<file path="config.mk">
export PLATFORM = sky130hd
export DESIGN_NAME = gamepad_report_to_key_events_flat
export DESIGN_NICKNAME = d
export VERILOG_FILES = /design/src/hw/rtl/gpke_pkg.sv /design/src/hw/rtl/gpke_if.sv /design/src/hw/rtl/gpke_front.sv /design/src/hw/rtl/gpke_job_fifo.sv /design/src/hw/rtl/gpke_back.sv /design/src/hw/rtl/gamepad_report_to_key_events.sv /design/src/flat_wrapper.sv
export SDC_FILE = /design/constraint.sdc
export NUM_CORES = 1
export LEC_CHECK = 0
export BUFFER_PORTS_ARGS = -buffer_cell sky130_fd_sc_hd__buf_4
export CAP_MARGIN = 40
export CORE_MARGIN = 5
export CORE_UTILIZATION = 42
export CTS_BUF_LIST = sky130_fd_sc_hd__clkbuf_4
export CTS_CLUSTER_SIZE = 12
export DETAILED_ROUTE_END_ITERATION = 10
export PLACE_DENSITY_LB_ADDON = 0.05
export RECOVER_POWER = 25
export SLEW_MARGIN = 40
export SYNTH_ARGS = -nofsm -noshare
export SYNTH_HDL_FRONTEND = slang
export SYNTH_SLANG_ARGS = --single-unit
</file>
<file path="constraint.sdc">
create_clock -name clk -period 4.5 [get_ports clk]
set_input_delay 0.9 -clock clk [delete_from_list [all_inputs] [get_ports clk]]
set_output_delay 0.9 -clock clk [all_outputs]
set_load 0.02 [all_outputs]
</file>
<file path="src/hw/rtl/gpke_pkg.sv">
// ----------------------------------------------------------------------------
// gpke_pkg: shared types and constants for the gamepad report decoder
// Report type codes, register indexes, event slot layout and the job record
// passed from the report parser to the event generator.
// ----------------------------------------------------------------------------
package gpke_pkg;

  // Configuration port
  localparam int REG_IDX_W = 3;
  localparam int REG_W     = 16;
  localparam int THR_W     = 15;

  localparam logic [REG_IDX_W-1:0] REG_LT_THR = 3'd0;
  localparam logic [REG_IDX_W-1:0] REG_RT_THR = 3'd1;
  localparam logic [REG_IDX_W-1:0] REG_LX_THR = 3'd2;
  localparam logic [REG_IDX_W-1:0] REG_LY_THR = 3'd3;
  localparam logic [REG_IDX_W-1:0] REG_RX_THR = 3'd4;
  localparam logic [REG_IDX_W-1:0] REG_RY_THR = 3'd5;

  localparam logic [THR_W-1:0] STICK_THR_RESET = 15'd8000;

  // Report framing
  localparam logic [7:0] TYPE_INPUT = 8'h20;
  localparam logic [7:0] TYPE_GUIDE = 8'h07;
  localparam logic [4:0] FULL_LEN   = 5'd18;
  localparam logic [4:0] GUIDE_LEN  = 5'd5;
  localparam logic [4:0] POS_MAX    = 5'd31;
  localparam logic [4:0] POS_BTN_LO = 5'd4;
  localparam logic [4:0] POS_BTN_HI = 5'd5;
  localparam logic [4:0] POS_ANA_LO = 5'd6;

  typedef enum logic [1:0] {
    KIND_OTHER = 2'd0,
    KIND_INPUT = 2'd1,
    KIND_GUIDE = 2'd2
  } report_kind_t;

  // Button flag bits that get special handling
  localparam int BTN_GUIDE = 14;
  localparam int BTN_SYNC  = 15;

  // Event slots in emission order: 14 buttons, 10 analog directions, guide
  localparam int NUM_SLOTS     = 25;
  localparam int NUM_BTN_SLOTS = 14;
  localparam int NUM_ANA       = 10;
  localparam int SLOT_GUIDE    = 24;

  typedef logic [4:0] code_t;

  localparam code_t SLOT_CODE [NUM_SLOTS] = '{
    5'd0,  5'd1,  5'd2,  5'd3,  5'd15, 5'd14, 5'd9,  5'd11, 5'd8,  5'd10,
    5'd6,  5'd7,  5'd12, 5'd13,
    5'd4,  5'd5,  5'd20, 5'd18, 5'd19, 5'd21, 5'd24, 5'd22, 5'd23, 5'd25,
    5'd17
  };

  // One finished report, already compared against thresholds
  typedef struct packed {
    logic                guide;
    logic [15:0]         btn_lvl;
    logic [NUM_ANA-1:0]  ana_lvl;
  } job_t;

  function automatic report_kind_t classify(input logic [7:0] b);
    if (b == TYPE_INPUT) begin
      return KIND_INPUT;
    end else if (b == TYPE_GUIDE) begin
      return KIND_GUIDE;
    end
    return KIND_OTHER;
  endfunction

endpackage

</file>
<file path="src/hw/rtl/gpke_if.sv">
// ----------------------------------------------------------------------------
// gpke_if: stream channels of the gamepad report decoder
// Report byte channel in, key event channel out; valid/ready handshake.
// ----------------------------------------------------------------------------
interface gpke_report_if;
  logic       valid;
  logic       ready;
  logic [7:0] report_byte;
  logic       report_end;

  modport source (output valid, report_byte, report_end, input ready);
  modport sink   (input valid, report_byte, report_end, output ready);
endinterface

interface gpke_event_if;
  logic       valid;
  logic       ready;
  logic [4:0] control_code;
  logic       is_press;
  logic       last_event;

  modport source (output valid, control_code, is_press, last_event, input ready);
  modport sink   (input valid, control_code, is_press, last_event, output ready);
endinterface

</file>
<file path="src/hw/rtl/gpke_front.sv">
// ----------------------------------------------------------------------------
// gpke_front: report parser
// Takes report bytes, captures buttons and analog values, holds thresholds,
// and at the end of a valid report hands a compared job to the queue.
// ----------------------------------------------------------------------------
module gpke_front import gpke_pkg::*; (
  input  logic                 clk,
  input  logic                 rst,
  gpke_report_if.sink          report,
  input  logic                 wr_en,
  input  logic [REG_IDX_W-1:0] wr_index,
  input  logic [REG_W-1:0]     wr_data,
  output job_t                 job,
  output logic                 job_valid,
  input  logic                 job_full
);

  logic [4:0]       pos;
  report_kind_t     kind;
  logic             pend;
  logic             pend_guide;
  logic [15:0]      buttons;
  logic [15:0]      analog [6];
  logic [15:0]      thr_lt;
  logic [15:0]      thr_rt;
  logic [THR_W-1:0] thr_stick [4];

  logic             beat;
  report_kind_t     kind_now;
  logic [4:0]       pos_inc;
  logic [4:0]       ana_off;
  logic             good;

  assign beat      = report.valid && report.ready;
  assign report.ready = !pend || !job_full;
  assign job_valid = pend;

  // Framing
  always_comb begin
    kind_now = (pos == '0) ? classify(report.report_byte) : kind;
    pos_inc  = (pos == POS_MAX) ? pos : pos + 5'd1;
    ana_off  = pos - POS_ANA_LO;
    good     = ((kind_now == KIND_INPUT) && (pos_inc >= FULL_LEN)) ||
               ((kind_now == KIND_GUIDE) && (pos_inc >= GUIDE_LEN));
  end

  always_ff @(posedge clk) begin
    if (rst) begin
      pos  <= '0;
      kind <= KIND_OTHER;
      pend <= 1'b0;
    end else begin
      if (pend && !job_full) begin
        pend <= 1'b0;
      end
      if (beat) begin
        if (report.report_end) begin
          pos  <= '0;
          kind <= KIND_OTHER;
          pend <= good;
        end else begin
          pos  <= pos_inc;
          kind <= kind_now;
        end
      end
    end
  end

  // Payload capture
  always_ff @(posedge clk) begin
    if (beat) begin
      if (report.report_end) begin
        pend_guide <= (kind_now == KIND_GUIDE);
      end
      if (pos == POS_BTN_LO) begin
        buttons[7:0] <= report.report_byte;
      end else if (pos == POS_BTN_HI) begin
        buttons[15:8] <= report.report_byte;
      end else if ((pos >= POS_ANA_LO) && (pos < FULL_LEN)) begin
        if (pos[0]) begin
          analog[ana_off[3:1]][15:8] <= report.report_byte;
        end else begin
          analog[ana_off[3:1]][7:0] <= report.report_byte;
        end
      end
    end
  end

  // Threshold registers
  always_ff @(posedge clk) begin
    if (rst) begin
      thr_lt <= '0;
      thr_rt <= '0;
      for (int i = 0; i < 4; i++) begin
        thr_stick[i] <= STICK_THR_RESET;
      end
    end else if (wr_en) begin
      case (wr_index)
        REG_LT_THR: thr_lt       <= wr_data;
        REG_RT_THR: thr_rt       <= wr_data;
        REG_LX_THR: thr_stick[0] <= wr_data[THR_W-1:0];
        REG_LY_THR: thr_stick[1] <= wr_data[THR_W-1:0];
        REG_RX_THR: thr_stick[2] <= wr_data[THR_W-1:0];
        REG_RY_THR: thr_stick[3] <= wr_data[THR_W-1:0];
        default: ;
      endcase
    end
  end

  // Level compare of the captured report
  always_comb begin
    logic signed [16:0] v;
    logic signed [16:0] t;
    job.guide   = pend_guide;
    job.btn_lvl = {buttons[0], buttons[0], buttons[15:8], buttons[3], buttons[2],
                   buttons[7:4]};
    job.ana_lvl[0] = analog[0] > thr_lt;
    job.ana_lvl[1] = analog[1] > thr_rt;
    for (int k = 0; k < 4; k++) begin
      v = {analog[2+k][15], analog[2+k]};
      t = {2'b00, thr_stick[k]};
      job.ana_lvl[2+2*k] = v > t;
      job.ana_lvl[3+2*k] = v < -t;
    end
  end

endmodule

</file>
<file path="src/hw/rtl/gpke_job_fifo.sv">
// ----------------------------------------------------------------------------
// gpke_job_fifo: job queue between parser and event generator
// Small circular queue of compared reports; push and pop in the same cycle.
// ----------------------------------------------------------------------------
module gpke_job_fifo import gpke_pkg::*; #(
  parameter int DEPTH = 2
) (
  input  logic clk,
  input  logic rst,
  input  logic push,
  input  job_t push_data,
  output logic full,
  input  logic pop,
  output job_t pop_data,
  output logic nonempty
);

  localparam int PTR_W = (DEPTH > 1) ? $clog2(DEPTH) : 1;
  localparam int CNT_W = $clog2(DEPTH + 1);
  localparam logic [PTR_W-1:0] PTR_LAST = PTR_W'(DEPTH - 1);
  localparam logic [CNT_W-1:0] CNT_FULL = CNT_W'(DEPTH);

  job_t             slots [DEPTH];
  logic [PTR_W-1:0] wr_ptr;
  logic [PTR_W-1:0] rd_ptr;
  logic [CNT_W-1:0] count;

  assign full     = (count == CNT_FULL);
  assign nonempty = (count != '0);
  assign pop_data = slots[rd_ptr];

  always_ff @(posedge clk) begin
    if (rst) begin
      wr_ptr <= '0;
      rd_ptr <= '0;
      count  <= '0;
    end else begin
      if (push) begin
        wr_ptr <= (wr_ptr == PTR_LAST) ? '0 : wr_ptr + 1'b1;
      end
      if (pop) begin
        rd_ptr <= (rd_ptr == PTR_LAST) ? '0 : rd_ptr + 1'b1;
      end
      if (push && !pop) begin
        count <= count + 1'b1;
      end else if (pop && !push) begin
        count <= count - 1'b1;
      end
    end
  end

  always_ff @(posedge clk) begin
    if (push) begin
      slots[wr_ptr] <= push_data;
    end
  end

endmodule

</file>
<file path="src/hw/rtl/gpke_back.sv">
// ----------------------------------------------------------------------------
// gpke_back: event generator
// Keeps the pressed flags, diffs each job against them and emits one press
// or release event per unstalled cycle in slot order via an output register.
// ----------------------------------------------------------------------------
module gpke_back import gpke_pkg::*; (
  input  logic         clk,
  input  logic         rst,
  input  job_t         head,
  input  logic         head_valid,
  output logic         pop,
  gpke_event_if.source key_events
);

  logic [15:0]          btn_flags;
  logic [NUM_ANA-1:0]   ana_flags;
  logic [NUM_SLOTS-1:0] mask;
  logic [NUM_SLOTS-1:0] lvl;
  logic                 out_valid;
  code_t                out_code;
  logic                 out_press;
  logic                 out_last;

  logic [15:0]          btn_next;
  logic [NUM_ANA-1:0]   ana_next;
  logic [NUM_SLOTS-1:0] chg;
  logic [NUM_SLOTS-1:0] slot_lvl;
  logic [NUM_SLOTS-1:0] lowest;
  logic [NUM_SLOTS-1:0] rest;
  code_t                pick_code;
  logic                 pick_press;
  logic                 can_emit;
  logic                 emit;

  // Diff of the queue head against current flags
  always_comb begin
    btn_next = btn_flags;
    ana_next = ana_flags;
    chg      = '0;
    slot_lvl = '0;
    if (head.guide) begin
      btn_next[BTN_GUIDE] = head.btn_lvl[BTN_GUIDE];
      chg[SLOT_GUIDE]     = head.btn_lvl[BTN_GUIDE] ^ btn_flags[BTN_GUIDE];
      slot_lvl[SLOT_GUIDE] = head.btn_lvl[BTN_GUIDE];
    end else begin
      // sync flag tracks silently
      btn_next[NUM_BTN_SLOTS-1:0] = head.btn_lvl[NUM_BTN_SLOTS-1:0];
      btn_next[BTN_SYNC]          = head.btn_lvl[BTN_SYNC];
      ana_next                    = head.ana_lvl;
      chg[NUM_BTN_SLOTS-1:0] = head.btn_lvl[NUM_BTN_SLOTS-1:0] ^
                               btn_flags[NUM_BTN_SLOTS-1:0];
      chg[NUM_BTN_SLOTS +: NUM_ANA] = head.ana_lvl ^ ana_flags;
      slot_lvl[NUM_BTN_SLOTS-1:0]      = head.btn_lvl[NUM_BTN_SLOTS-1:0];
      slot_lvl[NUM_BTN_SLOTS +: NUM_ANA] = head.ana_lvl;
    end
  end

  // Pick the first pending slot
  always_comb begin
    lowest     = mask & (~mask + 1'b1);
    rest       = mask & ~lowest;
    pick_press = |(lvl & lowest);
    pick_code  = '0;
    for (int s = 0; s < NUM_SLOTS; s++) begin
      if (lowest[s]) begin
        pick_code = pick_code | SLOT_CODE[s];
      end
    end
    can_emit = !out_valid || key_events.ready;
    emit     = can_emit && (mask != '0);
    // next job loads while the last event of this one goes out
    pop      = head_valid && ((mask == '0) || (emit && (rest == '0)));
  end

  always_ff @(posedge clk) begin
    if (rst) begin
      btn_flags <= '0;
      ana_flags <= '0;
      mask      <= '0;
      out_valid <= 1'b0;
    end else begin
      if (pop) begin
        btn_flags <= btn_next;
        ana_flags <= ana_next;
        mask      <= chg;
      end else if (emit) begin
        mask <= rest;
      end
      if (emit) begin
        out_valid <= 1'b1;
      end else if (key_events.ready) begin
        out_valid <= 1'b0;
      end
    end
  end

  // Event payload
  always_ff @(posedge clk) begin
    if (pop) begin
      lvl <= slot_lvl;
    end
    if (emit) begin
      out_code  <= pick_code;
      out_press <= pick_press;
      out_last  <= (rest == '0);
    end
  end

  assign key_events.valid        = out_valid;
  assign key_events.control_code = out_code;
  assign key_events.is_press     = out_press;
  assign key_events.last_event   = out_last;

endmodule

</file>
<file path="src/hw/rtl/gamepad_report_to_key_events.sv">
// ----------------------------------------------------------------------------
// gamepad_report_to_key_events: controller report to key event decoder
// Parses controller reports byte by byte and emits press/release events for
// every control whose pressed state changed at the end of a report.
// ----------------------------------------------------------------------------
// Channel      Dir  Beat payload                              Handshake
// report       in   report_byte[7:0], report_end              valid/ready
// key_events   out  control_code[4:0], is_press, last_event   valid/ready
// wr_*         in   wr_index[2:0], wr_data[15:0]              wr_en, no stall
//
// Report bytes are taken one per cycle; the parser stalls only when a
// finished report finds the job queue (QUEUE_DEPTH entries) full.
// Events leave at one per cycle from the generator's slot scan unless held
// by key_events backpressure, the next report loading in the cycle its last
// event is issued.
// Synchronous reset clears framing, flags, queue and output; no clearing pass.
// The output register holds an event under backpressure while parsing goes on.
// ----------------------------------------------------------------------------
module gamepad_report_to_key_events import gpke_pkg::*; #(
  parameter int QUEUE_DEPTH = 2  // 2 or more
) (
  input  logic                 clk,
  input  logic                 rst,
  gpke_report_if.sink          report,
  gpke_event_if.source         key_events,
  input  logic                 wr_en,
  input  logic [REG_IDX_W-1:0] wr_index,
  input  logic [REG_W-1:0]     wr_data
);

  job_t job_in;
  job_t job_head;
  logic job_valid;
  logic job_full;
  logic job_pop;
  logic job_nonempty;

  gpke_front u_front (
    .clk       (clk),
    .rst       (rst),
    .report    (report),
    .wr_en     (wr_en),
    .wr_index  (wr_index),
    .wr_data   (wr_data),
    .job       (job_in),
    .job_valid (job_valid),
    .job_full  (job_full)
  );

  gpke_job_fifo #(
    .DEPTH (QUEUE_DEPTH)
  ) u_queue (
    .clk       (clk),
    .rst       (rst),
    .push      (job_valid && !job_full),
    .push_data (job_in),
    .full      (job_full),
    .pop       (job_pop),
    .pop_data  (job_head),
    .nonempty  (job_nonempty)
  );

  gpke_back u_back (
    .clk        (clk),
    .rst        (rst),
    .head       (job_head),
    .head_valid (job_nonempty),
    .pop        (job_pop),
    .key_events (key_events)
  );

  // Events of one report go out without gaps once one is taken
  a_burst_continues: assert property (@(posedge clk) disable iff (rst)
    (key_events.valid && key_events.ready && !key_events.last_event)
      |=> key_events.valid)
    else $error("event burst broken before last_event");

  // Input stalls only right after an end-of-report beat
  a_stall_after_end: assert property (@(posedge clk) disable iff (rst)
    $fell(report.ready) |-> $past(report.valid && report.report_end))
    else $error("input stalled without a finished report");

  // The generator only pops a queue that holds a job
  a_pop_nonempty: assert property (@(posedge clk) disable iff (rst)
    job_pop |-> job_nonempty)
    else $error("job queue popped while empty");

endmodule
</file>
<file path="src/flat_wrapper.sv">
// flat-port wrapper written by rule: the top's interface ports become plain ports
module gamepad_report_to_key_events_flat import gpke_pkg::*;
#(
  parameter int QUEUE_DEPTH = 2              
)
  (clk, rst, wr_en, wr_index, wr_data, report_valid, report_report_byte, report_report_end, report_ready, key_events_valid, key_events_control_code, key_events_is_press, key_events_last_event, key_events_ready);
  gpke_report_if report_i ();
  gpke_event_if key_events_i ();
  input  logic clk;
  input  logic rst;
  input  logic wr_en;
  input  logic [REG_IDX_W-1:0] wr_index;
  input  logic [REG_W-1:0] wr_data;
  input wire logic [$bits(report_i.valid)-1:0] report_valid;
  input wire logic [$bits(report_i.report_byte)-1:0] report_report_byte;
  input wire logic [$bits(report_i.report_end)-1:0] report_report_end;
  output wire logic [$bits(report_i.ready)-1:0] report_ready;
  output wire logic [$bits(key_events_i.valid)-1:0] key_events_valid;
  output wire logic [$bits(key_events_i.control_code)-1:0] key_events_control_code;
  output wire logic [$bits(key_events_i.is_press)-1:0] key_events_is_press;
  output wire logic [$bits(key_events_i.last_event)-1:0] key_events_last_event;
  input wire logic [$bits(key_events_i.ready)-1:0] key_events_ready;
  assign report_i.valid = report_valid;
  assign report_i.report_byte = report_report_byte;
  assign report_i.report_end = report_report_end;
  assign report_ready = report_i.ready;
  assign key_events_valid = key_events_i.valid;
  assign key_events_control_code = key_events_i.control_code;
  assign key_events_is_press = key_events_i.is_press;
  assign key_events_last_event = key_events_i.last_event;
  assign key_events_i.ready = key_events_ready;
  gamepad_report_to_key_events #(.QUEUE_DEPTH(QUEUE_DEPTH)) u_core (.clk(clk), .rst(rst), .report(report_i), .key_events(key_events_i), .wr_en(wr_en), .wr_index(wr_index), .wr_data(wr_data));
endmodule
</file>
==> results.tsv, run 1 <==
metric	value	unit
Worst setup EP type	flip-flop	
shortest period the worst path allows	3.94	ns
placed wire-length estimate after detailed placement	32800	um
final net count	1969	
number of buffers created by CTS	99	
Worst-path clk slew	0.06	ns
wire length of the first global-routing pass	74000	um
aggregate global-route resource usage	0.202	
initial core utilization	0.423	
total die area	0.0475	mm2
total placed instance area	0.0192	mm2
number of global-route vias before repair	12928	
violated checks	max-capacitance violations, max-slew violations	
required time at the endpoint of the critical path	4.97	ns
total core area	0.0429	mm2
post-synth design cell area	0.0181	mm2
number of nets produced by synthesis	1862	
post-synthesis area per instance	10.9	um2
Die Height	218	um
sequential area share after synthesis	0.530	
Max Buffers Root-to-Sink	3	
slew at the pin closest to its max-slew limit	2.89	ns
path class of the lowest-slack min-delay path	in2reg	
total of flip-flops plus latches after synthesis	352	
share of the clock period used by the worst path	0.877	
MaxCap Viol Count	2	
per-cell routed wire length	19.4	um
Clk Latency, worst-skew pair	0.83	ns
Total Negative Setup Slacks	0	ns
worst relative slew slack	-0.924	
Post-CTS Hold Buffers	0	
total congestion overflow	0	
maximum number of pins on one net before global-route repair	50	
worst ir drop on vdd	222	uV
number of detailed-routing iterations run before antenna repair	5	
initial antenna violation count	6	
quantity of I/O buffers inserted on ports	41	
share of final-layout standard cells stronger than drive strength 1	0.132	
routed wire length	47400	um
first-iteration detailed-routing DRC count	668	
smallest hold slack	0.357	ns
total number of vias	12778	
number of nets with antenna violations after routing	0	
leakage power of the design	7.51	nW
pins over their slew limit	66	
Yosys warning total	0	
highest fanout seen on the critical path	49	
number of enable flip-flop cells after synthesis	256	
setup-violating endpoint count in the final report	0	
critical path launch point type	input port	
Post-Syn Instances	1663	
final non-filler cell area	0.0205	mm2
Cell variety after synth	68	
Resize count post-CTS	0	
Arrival @ worst endpoint	4.41	ns
RSZ-0062 raised after global routing	false	
Worst R2R Setup Slack	0.96	ns
clock tree root driver cell	sky130_fd_sc_hd__clkbuf_4	
x dimension of the die	218	um
post-CTS setup repair buffer count	0	
asr flop ratio synth	0	
Fillers	4094	
sink count of the clock tree	352	
commonest register cell after synthesis	sky130_fd_sc_hd__edfxtp_1	
Fmax	254	MHz
top-level I/O count	42	
routability congestion estimate	0.853	
Setup Skew	0.0675	ns
growth of design area from synthesis to finish	12.7	%
Final Hold Violating Endpoints	0	
number of cell rows	76	
htree depth	3	
PD cells	342	mW/mm2
CTS tree	built	
routed via count divided by cell count	5.24	
DRC Markers	0	
Setup Crit Path Kind	in2reg	
status	finished, violations left	
[cells by family (layout without fill, tap and decap cells)]
group,Yosys count,after routing,synth area share
compound gates,328,328,0.115
mux,29,29,0.0162
xor+xnor,79,79,0.0381
fa+ha+maj,166,166,0.114
simple gates,535,535,0.149
flops,352,352,0.530
buf+inv,174,364,0.0380
other cells,0,2,0
[flip-flops by register name (all words and copies together), names as in the netlist, named ones only]
| signal | cells |
|---|---|
| u_core.u_front.analog | 96 |
| u_core.u_back.key_events.control_code | 5 |
| u_core.u_front.thr_lt | 16 |
| u_core.u_front.kind | 2 |
| u_core.u_front.job_valid | 1 |
| u_core.u_back.key_events.valid | 1 |
| u_core.u_back.lvl | 25 |
| u_core.u_queue.slots | 52 |
| u_core.u_back.mask | 25 |
| u_core.u_front.buttons | 15 |
| u_core.u_queue.wr_ptr | 1 |
| u_core.u_queue.rd_ptr | 1 |
| u_core.u_back.key_events.is_press | 1 |
| u_core.u_front.pend_guide | 1 |
| u_core.u_front.pos | 5 |
| u_core.u_front.thr_stick | 60 |
| u_core.u_front.thr_rt | 16 |
| u_core.u_back.btn_flags | 15 |
| u_core.u_back.ana_flags | 10 |
| u_core.u_back.key_events.last_event | 1 |
| u_core.u_queue.count | 2 |
[layout by cell type, fill, tap and decap left out, types with 43 or more instances in the layout]
cell type,netlist,routed
sky130_fd_sc_hd__nand2_1,128,128
sky130_fd_sc_hd__o21ai_0,51,47
sky130_fd_sc_hd__ha_1,166,166
sky130_fd_sc_hd__clkbuf_4,0,159
sky130_fd_sc_hd__edfxtp_1,256,256
sky130_fd_sc_hd__nor2_1,110,107
sky130_fd_sc_hd__xnor2_1,62,62
sky130_fd_sc_hd__inv_1,113,112
sky130_fd_sc_hd__nor3_1,50,46
sky130_fd_sc_hd__a21oi_1,131,131
sky130_fd_sc_hd__buf_4,3,55
sky130_fd_sc_hd__nand2b_1,43,43
sky130_fd_sc_hd__dfxtp_1,96,96
[layout make-up]
class	count	area, um2	share of cell area
Tap cell	585	732	0.0358
Sequential cell	352	9610	0.470
Timing Repair Buffer	67	458	0.0224
Antenna cell	2	5.00	0.000245
Inverter	113	424	0.0207
Multi-Input combinational cell	1137	7900	0.386
Clock inverter	25	129	0.00630
Clock buffer	159	1190	0.0584
[stage by stage]
step	std cells	util	power, mW	worst slack [ns]
5_1_grt	2440	0.477	7.34	0.397
2_1_floorplan	1663	-	3.86	0.874
3_5_place_dp	2254	0.447	4.05	0.995
3_3_place_gp	2254	0.446	4.04	1.03
4_1_cts	2438	0.478	7.12	0.928
6_report	2440	0.477	6.99	0.555
[Yosys cell counts, drive strengths merged (3+ instances only)]
cell type    n  area [um2]
a2111oi      7        61.3
a211oi      29         218
a21o         5        37.5
a21oi      131         656
a22oi        3        22.5
a31o         3        26.3
a31oi        6        37.5
a32oi        6        52.6
and2        40         250
and3        10        62.6
buf         12        81.3
clkbuf      49         184
dfxtp       96        1920
edfxtp     256        7690
ha         166        2080
inv        113         424
mux2         3        33.8
mux2i       26         260
nand2      128         480
nand2b      43         269
nand3       40         205
nand3b       3        22.5
nand4       29         181
nand4b       4        35.0
nor2       111         424
nor2b       24         150
nor3        51         260
nor3b        6        45.0
nor4        17         106
o2111a       4        45.0
o2111ai      8        70.1
o211ai      14         105
o21a        32         240
o21ai       52         260
o221ai       3        26.3
o311ai       6        52.6
o31ai        6        58.8
or2         10        62.6
or3         10        67.6
or4          4        30.0
xnor2       62         543
xor2        17         149
[worst max-delay path: stages]
cell and delay, ns:
sky130_fd_sc_hd__clkbuf_1 1.99, sky130_fd_sc_hd__inv_2 0.89, sky130_fd_sc_hd__o21ai_1 0.31, sky130_fd_sc_hd__buf_4 0.28
[worst paths after layout]
check,from,cells after the start,end
min,wr_data[15],3,u_core.u_front.thr_lt[15]$_SDFFE_PP0P_
min reg2reg,u_core.u_front.buttons[4]$_DFFE_PP_,0,u_core.u_queue.slots[1][10]$_DFFE_PP_
max,rst,4,u_core.u_front.thr_stick[1][11]$_SDFFCE_PN1P_
max reg2reg,u_core.u_back.mask[0]$_SDFFE_PP0P_,8,u_core.u_back.lvl[19]$_SDFFCE_PP0N_
[power by group]
| part | internal, mW | switching, mW |
|---|---|---|
| sequential | 3.51 | 0.0432 |
| combinational | 0.155 | 0.265 |
| clock | 1.65 | 1.37 |
[metal layers]
metal	GRT usage	part of all wire	wire length, um
met5	0	0	0
met4	0.0670	0.026	1240
met3	0.0451	0.049	2320
met2	0.321	0.46	21700
met1	0.275	0.47	22200
No activity file was read; power rests on OpenSTA's default activity.
==> inputs of run 2 (changes only) <==
- CORE_UTILIZATION: 42 -> 40
==> run 2 against run 1 <==
  * The run still ends with max-capacitance violations, max-slew violations left
  * Count of clock-buffer cells in the layout up 6
  * Die area rose by 4.8%
  * Register-to-register slack improved by 0.08 ns
  * Sequential share of layout area down 0.27 points
  * First-iteration DRC count is 7.6% higher
  * Hold slack better by 0.015 ns
  * Non-clock buffer count did not move
  * Sequential power hardly changed
  * Final cell count rose by 0.82%
  * Design area is 0.58% higher
  * Highest routed layer unchanged
==> results.tsv, run 2 (same netlist as run 1, synthesis figures left out) <==
metric	value	unit
Comb power frac	0.059	
sink count of the clock tree	352	
Post-CTS Hold Buffers	0	
routed via count divided by cell count	5.25	
share of the clock period used by the worst path	0.769	
worst path setup slack after routing	1.04	ns
final net count	1970	
required time at the endpoint of the critical path	4.95	ns
number of nets with antenna violations after routing	0	
share of final-layout standard cells stronger than drive strength 1	0.137	
RSZ-0062 raised after global routing	false	
status	finished, violations left	
smallest hold slack	0.373	ns
PD cells	348	mW/mm2
path class of the lowest-slack min-delay path	in2reg	
flip-flop count of the largest register after layout	96	
MaxCap Viol Count	1	
x dimension of the die	223	um
Worst setup EP type	flip-flop	
post-CTS setup repair buffer count	0	
depth of the worst register-to-register path	9	
first-iteration detailed-routing DRC count	719	
most common library cell in the layout ignoring fill and taps	sky130_fd_sc_hd__edfxtp_1	
htree depth	3	
setup-violating endpoint count in the final report	0	
share of total power in sequential cells	0.496	
Cells on Worst Hold Path	3	
quantity of I/O buffers inserted on ports	41	
wire length of the first global-routing pass	75200	um
worst hold path startpoint	wr_data[15]	
source of the worst register-to-register timing path	u_core.u_back.mask[0]$_SDFFE_PP0P_	
Worst-path clk slew	0.06	ns
clock tree root driver cell	sky130_fd_sc_hd__clkbuf_4	
Total Negative Setup Slacks	0	ns
slew at the pin closest to its max-slew limit	1.55	ns
switching share of power	0.235	
total congestion overflow	0	
violated checks	max-capacitance violations, max-slew violations	
growth of design area from synthesis to finish	13.4	%
Clk Latency, worst-skew pair	0.81	ns
aggregate global-route resource usage	0.194	
CTS tree	built	
placed cell count	2269	
Int Pwr	5.48	mW
initial antenna violation count	5	
routed wire length	48500	um
highest fanout seen on the critical path	29	
critical path launch point type	flip-flop	
Fmax	289	MHz
routability congestion estimate	0.861	
commonest cells after routing, fill and taps aside	sky130_fd_sc_hd__edfxtp_1, sky130_fd_sc_hd__ha_1, sky130_fd_sc_hd__clkbuf_4	
placed wire-length estimate after detailed placement	33500	um
total core area	0.0451	mm2
clock network power share	0.445	
worst ir drop on vdd	221	uV
Final Hold Violating Endpoints	0	
Sw Pwr	1.68	mW
Setup Skew	0.0431	ns
Resize count post-CTS	0	
maximum number of pins on one net before global-route repair	49	
leakage power of the design	7.57	nW
total die area	0.0497	mm2
initial core utilization	0.402	
number of cell rows	78	
shortest period the worst path allows	3.46	ns
number of global-route vias before repair	13132	
DRC Markers	0	
top-level I/O count	42	
Setup crit start	u_core.u_back.mask[0]$_SDFFE_PP0P_	
Die Height	223	um
worst relative slew slack	-0.0303	
per-cell routed wire length	19.7	um
pins over their slew limit	17	
Arrival @ worst endpoint	3.91	ns
number of detailed-routing iterations run before antenna repair	6	
Setup Crit Path Kind	reg2reg	
total number of vias	12921	
number of buffers created by CTS	100	
number of standard cells in the final layout excluding fillers	2460	
post-placement worst setup slack	1.08	ns
Max Buffers Root-to-Sink	3	
run 2: area by class of cell:
type	instances	area [um2]
multi-input cells	1137	7910
flip-flops and latches	352	9610
inverters	113	424
well taps	600	751
repair buffers	67	462
diodes	3	7.51
clock inverters	23	168
clock buffers	165	1240
fillers	4397	24500
run 2: final timing paths:
check / end / slack, ns
worst min-delay path: u_core.u_front.thr_rt[15]$_SDFFE_PP0P_ / 0.37
worst max register to register: u_core.u_back.lvl[19]$_SDFFCE_PP0N_ / 1.04
worst max-delay path: u_core.u_back.lvl[19]$_SDFFCE_PP0N_ / 1.04
worst min register to register: u_core.u_queue.slots[0][13]$_DFFE_PP_ / 0.44
run 2: power by group through the flow:
stage	clock network (mW)	registers (mW)	logic (mW)
finish	3.18	3.55	0.424
CTS	3.31	3.55	0.435
global placement	0	3.62	0.426
floorplan	0	3.60	0.256
global route	3.48	3.56	0.479
detailed placement	0	3.62	0.431
run 2: routing by layer:
layer / routed length (um) / track usage / vias to the layer above
met4: 1000 / 0.0599 / 0
met2: 21800 / 0.300 / 298
met3: 2120 / 0.0383 / 70
li1: - / - / 6370
met5: 0 / 0 / -
met1: 23600 / 0.277 / 6183
run 2: critical path, stage by stage (launching register included):
cell	delay, ns
sky130_fd_sc_hd__dfxtp_1	0.40
sky130_fd_sc_hd__or3_1	0.53
sky130_fd_sc_hd__nor2_4	0.23
sky130_fd_sc_hd__nand3_1	0.19
sky130_fd_sc_hd__a2111oi_0	0.44
sky130_fd_sc_hd__o31ai_1	0.18
sky130_fd_sc_hd__o31ai_4	0.29
sky130_fd_sc_hd__buf_4	0.31
sky130_fd_sc_hd__and2_1	0.16
sky130_fd_sc_hd__buf_4	0.35
run 2: per-stage QoR:
stage / instance area [um2] / power [mW] / util
final: 20600 / 7.16 / 0.456
after global routing: 20600 / 7.52 / 0.456
after global placement: 19200 / 4.05 / 0.425
after floorplan: 18100 / 3.86 / -
after CTS: 20600 / 7.29 / 0.457
after detailed placement: 19200 / 4.05 / 0.426
